$ cat config.mk
export PLATFORM = sky130hd
export DESIGN_NAME = lwdh_cell
export DESIGN_NICKNAME = d
export VERILOG_FILES = /design/src/design/lwdh_pkg.sv /design/src/design/lwdh_cell.sv
export SDC_FILE = /design/constraint.sdc
export NUM_CORES = 1
export LEC_CHECK = 0
export BUFFER_PORTS_ARGS = -buffer_cell sky130_fd_sc_hd__buf_2
export CORE_ASPECT_RATIO = 0.6
export CORE_MARGIN = 1.5
export CORE_UTILIZATION = 40
export CTS_CLUSTER_DIAMETER = 120
export DETAILED_ROUTE_END_ITERATION = 8
export PLACE_DENSITY = 0.6
export SLEW_MARGIN = 20
export SYNTH_ARGS = -nofsm -noshare
export SYNTH_HDL_FRONTEND = slang
export SYNTH_SLANG_ARGS = --single-unit
$ cat constraint.sdc
create_clock -name clock -period 7.51 [get_ports clock]
set_input_delay 1.502 -clock clock [delete_from_list [all_inputs] [get_ports clock]]
set_output_delay 1.502 -clock clock [all_outputs]
set_load 0.05 [all_outputs]
$ cat src/design/lwdh_pkg.sv
// types and constants of the luma weighted downsample and blur block
`default_nettype none
package lwdh_pkg;

   typedef struct packed {
      logic [15:0] r;
      logic [15:0] g;
      logic [15:0] b;
   } rgb_type;

   typedef struct packed {
      logic [13:0] r;
      logic [13:0] g;
      logic [13:0] b;
   } quarter_type;

   typedef struct packed {
      logic [14:0] r;
      logic [14:0] g;
      logic [14:0] b;
   } pair_type;

   typedef struct packed {
      logic [23:0] r;
      logic [23:0] g;
      logic [23:0] b;
   } psum_type;

   typedef struct packed {
      logic has_main;
      logic blur;
      logic tail;
   } emit_type;

   localparam int unsigned CSR_IDX_W  = 1;
   localparam int unsigned CSR_DATA_W = 12;
   localparam logic [CSR_IDX_W-1:0] CSR_IMAGE_WIDTH  = 1'd0;
   localparam logic [CSR_IDX_W-1:0] CSR_IMAGE_HEIGHT = 1'd1;
   localparam logic [CSR_DATA_W-1:0] IMAGE_WIDTH_RESET  = 12'd640;
   localparam logic [CSR_DATA_W-1:0] IMAGE_HEIGHT_RESET = 12'd480;

   localparam int unsigned MIN_HALF_WIDTH = 7;
   localparam int unsigned EDGE_COLS      = 6;
   localparam int unsigned TAPS           = 13;

   localparam logic [15:0] LUM_R = 16'd23763;
   localparam logic [15:0] LUM_G = 16'd33764;
   localparam logic [15:0] LUM_B = 16'd8008;

   // ceil(2^32 / 246), exact for sums below 2^24
   localparam logic [24:0] BLUR_RECIP = 25'd17459217;

   localparam logic [6:0] BLUR_WEIGHT [TAPS] =
      '{7'd3, 7'd4, 7'd6, 7'd10, 7'd20, 7'd40, 7'd80, 7'd40, 7'd20, 7'd10, 7'd6, 7'd4, 7'd3};

endpackage
`default_nettype wire

$ cat src/design/lwdh_cell.sv
// one blur cell: window sample plus transposed partial sum
`default_nettype none
module lwdh_cell (
   input  wire logic              clock,
   input  wire logic              reset,
   input  wire logic              shift_en,
   input  wire logic [6:0]        tap_weight,
   input  wire lwdh_pkg::rgb_type new_pix,
   input  wire lwdh_pkg::rgb_type nxt_pix,
   input  wire lwdh_pkg::psum_type nxt_psum,
   output lwdh_pkg::rgb_type      pix,
   output lwdh_pkg::psum_type     psum
);

   lwdh_pkg::rgb_type  pix_ff;
   lwdh_pkg::psum_type psum_ff;
   lwdh_pkg::psum_type psum_in;

   always_comb begin
      psum_in.r = nxt_psum.r + 24'(tap_weight) * 24'(new_pix.r);
      psum_in.g = nxt_psum.g + 24'(tap_weight) * 24'(new_pix.g);
      psum_in.b = nxt_psum.b + 24'(tap_weight) * 24'(new_pix.b);
   end

   always_ff @(posedge clock) begin
      if (reset) begin
         pix_ff  <= '0;
         psum_ff <= '0;
      end else if (shift_en) begin
         pix_ff  <= nxt_pix;
         psum_ff <= psum_in;
      end
   end

   assign pix  = pix_ff;
   assign psum = psum_ff;

endmodule
`default_nettype wire

* Yosys cells after proc, flatten, opt, wreduce, memory -nomap -nowiden
Cells that the tools add are included.
** Word-level totals
- Register bits :: 120
- Output and inout port bits :: 120
- Logic and storage cells :: 12
** Cells by class
- Add/subtract/negate cells :: 3
- Multipliers :: 3
** Operators with widths (count)
- $add 24x23->24 :: 3
- $mul 7x16->23 :: 3

* Logic depth before layout (Yosys ltp)
Gate-level depths: netlist (run 1).
- Depth after elaboration :: 2
- Gate-level depth with buffers :: 19
- Mapped depth without buffers :: 17

* Worst setup path after synthesis (run 1)
No wires, ideal clock.
- Path kind :: input to register
- Start :: input tap_weight[1]
- End :: register psum_ff, in the netlist psum[47]
- Arrival time :: 6.074 ns
- Setup slack :: 1.314 ns
- Stages :: 18
- Path through :: clkbuf_1 -> clkbuf_1 -> nand2_1 -> fa_1 -> inv_1 -> fa_1 -> fa_1 -> inv_1 -> fa_1 -> inv_1 -> ha_1 -> nand4_1 -> nor4_1 -> or2_1 -> o311a_1 -> o31a_1 -> o31a_1 -> a311o_1
** Between the ends
- Cells in the longest elaborated chain, start to end :: 2
** Ends and longest elaborated chain
- start: declaration :: line lwdh_cell.sv:7 : input wire logic [6:0] tap_weight,
- $mul 7x16->23 :: line lwdh_cell.sv:21 : psum_in.g = nxt_psum.g + 24'(tap_weight) * 24'(new_pix.g);
- $add 24x23->24 :: line lwdh_cell.sv:21
- end signal: assignment :: line lwdh_cell.sv:31 : psum_ff <= psum_in;
- end: declaration :: line lwdh_cell.sv:16 : lwdh_pkg::psum_type psum_ff;
Every way passes these cells.
A chain may end at the register's enable or synchronous reset.

* Final worst setup path (run 1)
Ends and elaborated chain as after synthesis.

==> results.sh, run 1 <==
export IMPL_synth_distinct_cells=67
export IMPL_period_needed_ps=6360
export IMPL_syn_inst=1972
export IMPL_routed_top_layer="met5"
export IMPL_ir_drop_uv=182
export IMPL_clk_path_buf_depth=2
export IMPL_detail_route_iter0_violations=909
export IMPL_io_buffers=297
export IMPL_ys_warn_count=0
export IMPL_stdcell_area_um2=19600
export IMPL_dieWidth_um=269
export IMPL_critPathCaptureType="flip-flop"
export IMPL_yosysSeqAreaShare_pct=14.1
export IMPL_antenna_left=0
export IMPL_vias_per_cell=5.06
export IMPL_syn_avg_cell_area_um2=8.62
export IMPL_outcome="complete, no violations"
export IMPL_postLayoutCoreUtil_pct=46.9
export IMPL_crit_arrival_ps=6700
export IMPL_clkSinkCount=120
export IMPL_htree_levels=4
export IMPL_worstMarginPinSlew_ps=944
export IMPL_antenna_found_initial=4
export IMPL_synth_edf_count=0
export IMPL_synth_xor_xnor_area_share_pct=1.39
export IMPL_finalSetupTns_ps=0
export IMPL_hold_viol=0
export IMPL_critPathMaxFanout=40
export IMPL_syn_to_final_growth_pct=15.4
export IMPL_synth_area_um2=17000
export IMPL_cts_tree="yes"
export IMPL_power_mw=6.56
export IMPL_firstDrtPassIters=5
export IMPL_r2r_start="psum[10]"
export IMPL_first_global_vias=14400
export IMPL_wirelength_mm=46.8
export IMPL_hpwl_mm=37.2
export IMPL_synth_top_family_by_area="adder cells"
export IMPL_dieHeight_um=163
export IMPL_wl_met1_mm=21.3
export IMPL_io_pins=298
export IMPL_crit_start="tap_weight[1]"
export IMPL_drv_slew=0
export IMPL_wl_met2_mm=22.2
export IMPL_finalClockSkew_ps=0
export IMPL_layout_area_seq_um2=2400
export IMPL_worst_slew_margin_rel_pct=37.1
export IMPL_synthAdderAreaFrac_pct=41.7
export IMPL_rrSetupSlack_ps=6640
export IMPL_synth_compound_area_share_pct=10.0
export IMPL_r2r_cells=2
export IMPL_fin_crit_sh_pct=84.7
export IMPL_overflow=0
export IMPL_cp_start_kind="input pin"
export IMPL_muxShareOfSynthArea_pct=4.02
export IMPL_cts_made_buffers=17
export IMPL_required_ps=7850
export IMPL_gp_congestion=0.924
export IMPL_route_detailed_drc=0
export IMPL_r2r_end="psum[10]"
export IMPL_cts_hold_buf=0
export IMPL_post_cts_setup_buffers=0
export IMPL_final_setup_viol_count=0
export IMPL_endpoint="psum[47]"
export IMPL_die_area_um2=43800
export IMPL_synth_simple_area_share_pct=18.3
export IMPL_wl_per_cell_um=16.6
export IMPL_clkTransAtPathRegs_ps=70
export IMPL_synth_ff_type="dfxtp_1"
export IMPL_track_usage_pct=22.0
export IMPL_place_area_um2=19000
export IMPL_rsz0062_at_grt="no"
export IMPL_synth_nets=2555
export IMPL_core_um2=41900
export IMPL_max_freq_mhz=157
export IMPL_root_buffer="clkbuf_16"
export IMPL_p_leak_nw=10.3
export IMPL_fillCellCount=4120
export IMPL_max_cap_violations=0
export IMPL_grt_pass1_wl_mm=76.5
export IMPL_clock_latency_ps=450
export IMPL_p_per_area_nw_per_um2=334
export IMPL_multi_input_area_um2=12800
export IMPL_grt_max_degree=59
export IMPL_ys_ff_latch=120
export IMPL_via_count=14200
export IMPL_async_flop_share_pct=0
export IMPL_cts_resized=0
export IMPL_critPathKind="input pin to flip-flop"
export IMPL_wl_met3_mm=2.61
export IMPL_nets=2810
export IMPL_initial_core_util_pct=40.6
export IMPL_row_count=58
export IMPL_drive_above_1_share_pct=15.8
export IMPL_min_path_type="flip-flop to flip-flop"
[synthesized netlist by cell type, drive strengths merged, types with 4 or more instances]
cell	n	share of area [%]
clkbuf	70	1.5
o31a	7	0.36
and4	4	0.21
xnor2	18	0.93
dfxtp	120	14
o21a	12	0.53
a31oi	11	0.40
a21o	29	1.3
nor2	102	2.3
a211o	5	0.26
a41oi	4	0.21
nor4	5	0.18
nor2b	14	0.52
fa	270	32
nand3b	6	0.26
o21ai	51	1.5
a21oi	61	1.9
nand4	9	0.33
o211ai	6	0.26
a32o	4	0.24
or3	10	0.37
nand3	22	0.65
xor2	9	0.46
or2	6	0.22
mux2i	66	3.9
a211oi	13	0.60
o22ai	4	0.15
o21bai	6	0.26
buf	9	0.21
and3	14	0.52
ha	135	9.9
o311ai	8	0.41
and2	190	7.0
nand2	214	4.7
inv	391	8.6
nor3	24	0.71
a311o	6	0.35
[cells by family after synthesis]
logic type | after synthesis
and+or+nand+nor | 629
buffers and inverters | 470
adders and majority gates | 405
AOI/OAI and AO/OA | 253
DFF | 120
muxes | 68
xor gates and xnor gates | 27
[routing by layer]
layer / up-vias / GRT usage (%)
met3: 49 / 4.17
met5: - / 0
met4: 6 / 4.19
li1: 6730 / -
met2: 400 / 36.7
met1: 7044 / 30.1
[sequential cells by signal, indices dropped and copies added, names as in the netlist]
register  count
pix          48
psum         72
[critical path, stage by stage]
cell and delay, ps:
buf_2 690, nand2_1 200, fa_1 500, fa_1 510
inv_1 60, fa_1 530, inv_1 50, fa_1 480
inv_1 40, ha_1 370, nand4_1 200, nor4_1 80
or2_1 280, o311a_1 350, o31a_1 260, o31a_1 240
a311o_1 310
[area by class of cell]
class / count / share of cell area [%]
inverter: 391 / 7.48
clock buffer: 17 / 2.17
clock inverter: 15 / 0.784
timing repair buffer: 315 / 8.29
multi-input combinational: 1382 / 65.4
antenna: 1 / 0.0127
tap: 570 / 3.63
sequential: 120 / 12.2
[report_power, final]
group          internal, mW  total [mW]  switching, mW
Sequential            0.770       0.833         0.0625
Combinational          1.85        4.88           3.04
Clock                 0.443       0.846          0.404
Total                  3.06        6.56           3.50
[per-stage QoR]
stage                     setup WS [ps]  hold WS [ps]  std cells
after floorplan                    1310           662       1972
after global routing                858           467       2811
after CTS                          1200           448       2810
after detailed placement            722           438       2778
after global placement              795           438       2778
final                              1150           444       2811
[worst min-delay path by stage]
stage	cells after the start	start	end
after global placement	2	psum[13]	psum[13]
after CTS	2	psum[61]	psum[61]
final	2	psum[41]	psum[41]
after floorplan	2	psum[63]	psum[63]
after global routing	2	psum[60]	psum[60]
after detailed placement	2	psum[61]	psum[61]
[cell usage in the layout, fill, tap and decap left out, types with 5 or more instances in the layout]
| master | count |
|---|---|
| o211ai_1 | 6 |
| nand4_1 | 9 |
| nand3_1 | 22 |
| a311o_1 | 6 |
| nor2_1 | 101 |
| o21ai_0 | 26 |
| nand3b_1 | 6 |
| ha_1 | 135 |
| nor3_1 | 24 |
| a31oi_1 | 11 |
| inv_1 | 390 |
| buf_2 | 295 |
| nand2_1 | 214 |
| a21oi_1 | 60 |
| fa_1 | 270 |
| o21a_1 | 12 |
| buf_4 | 20 |
| xor2_1 | 9 |
| mux2i_1 | 66 |
| nor2b_1 | 14 |
| o21ai_1 | 25 |
| a21o_1 | 29 |
| nor4_1 | 5 |
| inv_6 | 6 |
| o21bai_1 | 6 |
| and3_1 | 14 |
| or3_1 | 10 |
| and2_1 | 190 |
| o31a_1 | 7 |
| clkbuf_16 | 17 |
| dfxtp_1 | 120 |
| o311ai_1 | 8 |
| a211o_1 | 5 |
| xnor2_1 | 18 |
| a211oi_1 | 12 |
Power figures use the tool's default switching activity.
==> run 2: changes to the inputs <==
clock period = 6.2 ns   (was 7.51 ns; I/O delays follow)
==> run 2 against run 1 <==
  * Total power up 25%
  * Combinational power up 26%
  * Sequential power up 21%
  * Via count up 0.98%
  * Sequential cell count unchanged
  * Sequential share of layout area down 0.17 points
  * Count of clock-buffer cells in the layout unchanged
  * Register-to-register slack worse by 1300 ps
  * Global-route usage down 0.16 points
  * Cell area up 1.4%
  * Cell count up 1.1%
==> results.sh, run 2 (synthesis results as in run 1) <==
export IMPL_first_global_vias=14300
export IMPL_worstMarginPinSlew_ps=1060
export IMPL_max_cap_violations=0
export IMPL_p_per_area_nw_per_um2=410
export IMPL_critPathCaptureType="flip-flop"
export IMPL_dieHeight_um=163
export IMPL_route_detailed_drc=0
export IMPL_max_freq_mhz=175
export IMPL_drive_above_1_share_pct=17.0
export IMPL_track_usage_pct=21.9
export IMPL_io_buffers=297
export IMPL_syn_to_final_growth_pct=17.1
export IMPL_final_setup_viol_count=0
export IMPL_p_leak_nw=10.4
export IMPL_row_count=58
export IMPL_core_um2=41900
export IMPL_io_pins=298
export IMPL_gp_congestion=0.948
export IMPL_cts_hold_buf=0
export IMPL_crit_arrival_ps=6050
export IMPL_power_mw=8.17
export IMPL_nets=2841
export IMPL_dieWidth_um=269
export IMPL_cts_tree="yes"
export IMPL_min_path_type="flip-flop to flip-flop"
export IMPL_fin_crit_sh_pct=92.0
export IMPL_cp_start_kind="input pin"
export IMPL_clk_path_buf_depth=2
export IMPL_rsz0062_at_grt="no"
export IMPL_finalSetupTns_ps=0
export IMPL_period_needed_ps=5710
export IMPL_root_buffer="clkbuf_16"
export IMPL_outcome="complete, no violations"
export IMPL_cts_made_buffers=17
export IMPL_firstDrtPassIters=5
export IMPL_largest_reg_flops=72
export IMPL_final_common_cell="inv_1"
export IMPL_cts_resized=0
export IMPL_fin_ws_ps=494
export IMPL_critPathKind="input pin to flip-flop"
export IMPL_post_cts_setup_buffers=0
export IMPL_dp_slack_ps=104
export IMPL_antenna_found_initial=4
export IMPL_antenna_left=0
export IMPL_clock_latency_ps=450
export IMPL_wl_per_cell_um=16.5
export IMPL_critPathMaxFanout=25
export IMPL_via_count=14400
export IMPL_final_cell_mix="inv_1, buf_2, fa_1"
export IMPL_detail_route_iter0_violations=759
export IMPL_clkTransAtPathRegs_ps=60
export IMPL_htree_levels=4
export IMPL_initial_core_util_pct=40.6
export IMPL_clkSinkCount=120
export IMPL_hpwl_mm=38.7
export IMPL_die_area_um2=43800
export IMPL_required_ps=6550
export IMPL_overflow=0
export IMPL_wirelength_mm=47.0
export IMPL_ir_drop_uv=237
export IMPL_worst_slew_margin_rel_pct=29.2
export IMPL_postLayoutCoreUtil_pct=47.6
export IMPL_finalClockSkew_ps=0
export IMPL_hold_viol=0
export IMPL_grt_max_degree=95
export IMPL_drv_slew=0
export IMPL_fillCellCount=4123
export IMPL_vias_per_cell=5.05
export IMPL_grt_pass1_wl_mm=75.9
[run 2: per-layer routing]
layer / track usage (%) / share of wire [%]
met5: 0 / 0.087
met3: 5.13 / 6.9
met2: 34.7 / 46
met4: 4.78 / 1.5
met1: 30.4 / 45
[run 2: worst paths after layout]
check	start	to	slack, ps	cells past startpoint
min	psum[66]	psum[66]	440	2
max reg2reg	psum[9]	psum[9]	5320	2
max	tap_weight[1]	psum[19]	490	19
min reg2reg	psum[66]	psum[66]	440	2
[run 2: worst max-delay path, stage by stage]
cell,delay (ps)
buf_2,420
buf_12,250
nand2_1,100
fa_1,540
inv_1,60
fa_1,520
fa_1,510
inv_1,50
fa_1,470
inv_1,40
ha_1,350
nand4_1,170
nor2_1,60
a31oi_1,190
buf_4,160
a21oi_1,110
o41ai_1,410
xor2_1,140
a211oi_1,250
[run 2: cell type report]
cell class                 count  area, um2  area share [%]
multi-input combinational   1382      12800            64.5
antenna                        2       5.00          0.0251
clock inverter                15        153           0.767
timing repair buffer         346       1910            9.59
inverter                     391       1470            7.37
tap                          570        713            3.58
clock buffer                  17        425            2.14
sequential                   120       2400            12.1
[run 2: through the flow]
stage,instances,hold slack [ps],cell area [um2]
4_1_cts,2841,447,19900
3_3_place_gp,2809,435,19300
2_1_floorplan,1972,662,17000
3_5_place_dp,2809,438,19300
5_1_grt,2842,475,19900
6_report,2843,441,19900
[run 2: report_power, final]
part	internal, mW	leakage [nW]	switching (mW)	total, mW
Clock	0.567	0.273	0.463	1.03
Combinational	2.43	9.16	3.70	6.13
Sequential	0.934	0.991	0.0778	1.01
Total	3.93	10.4	4.25	8.17
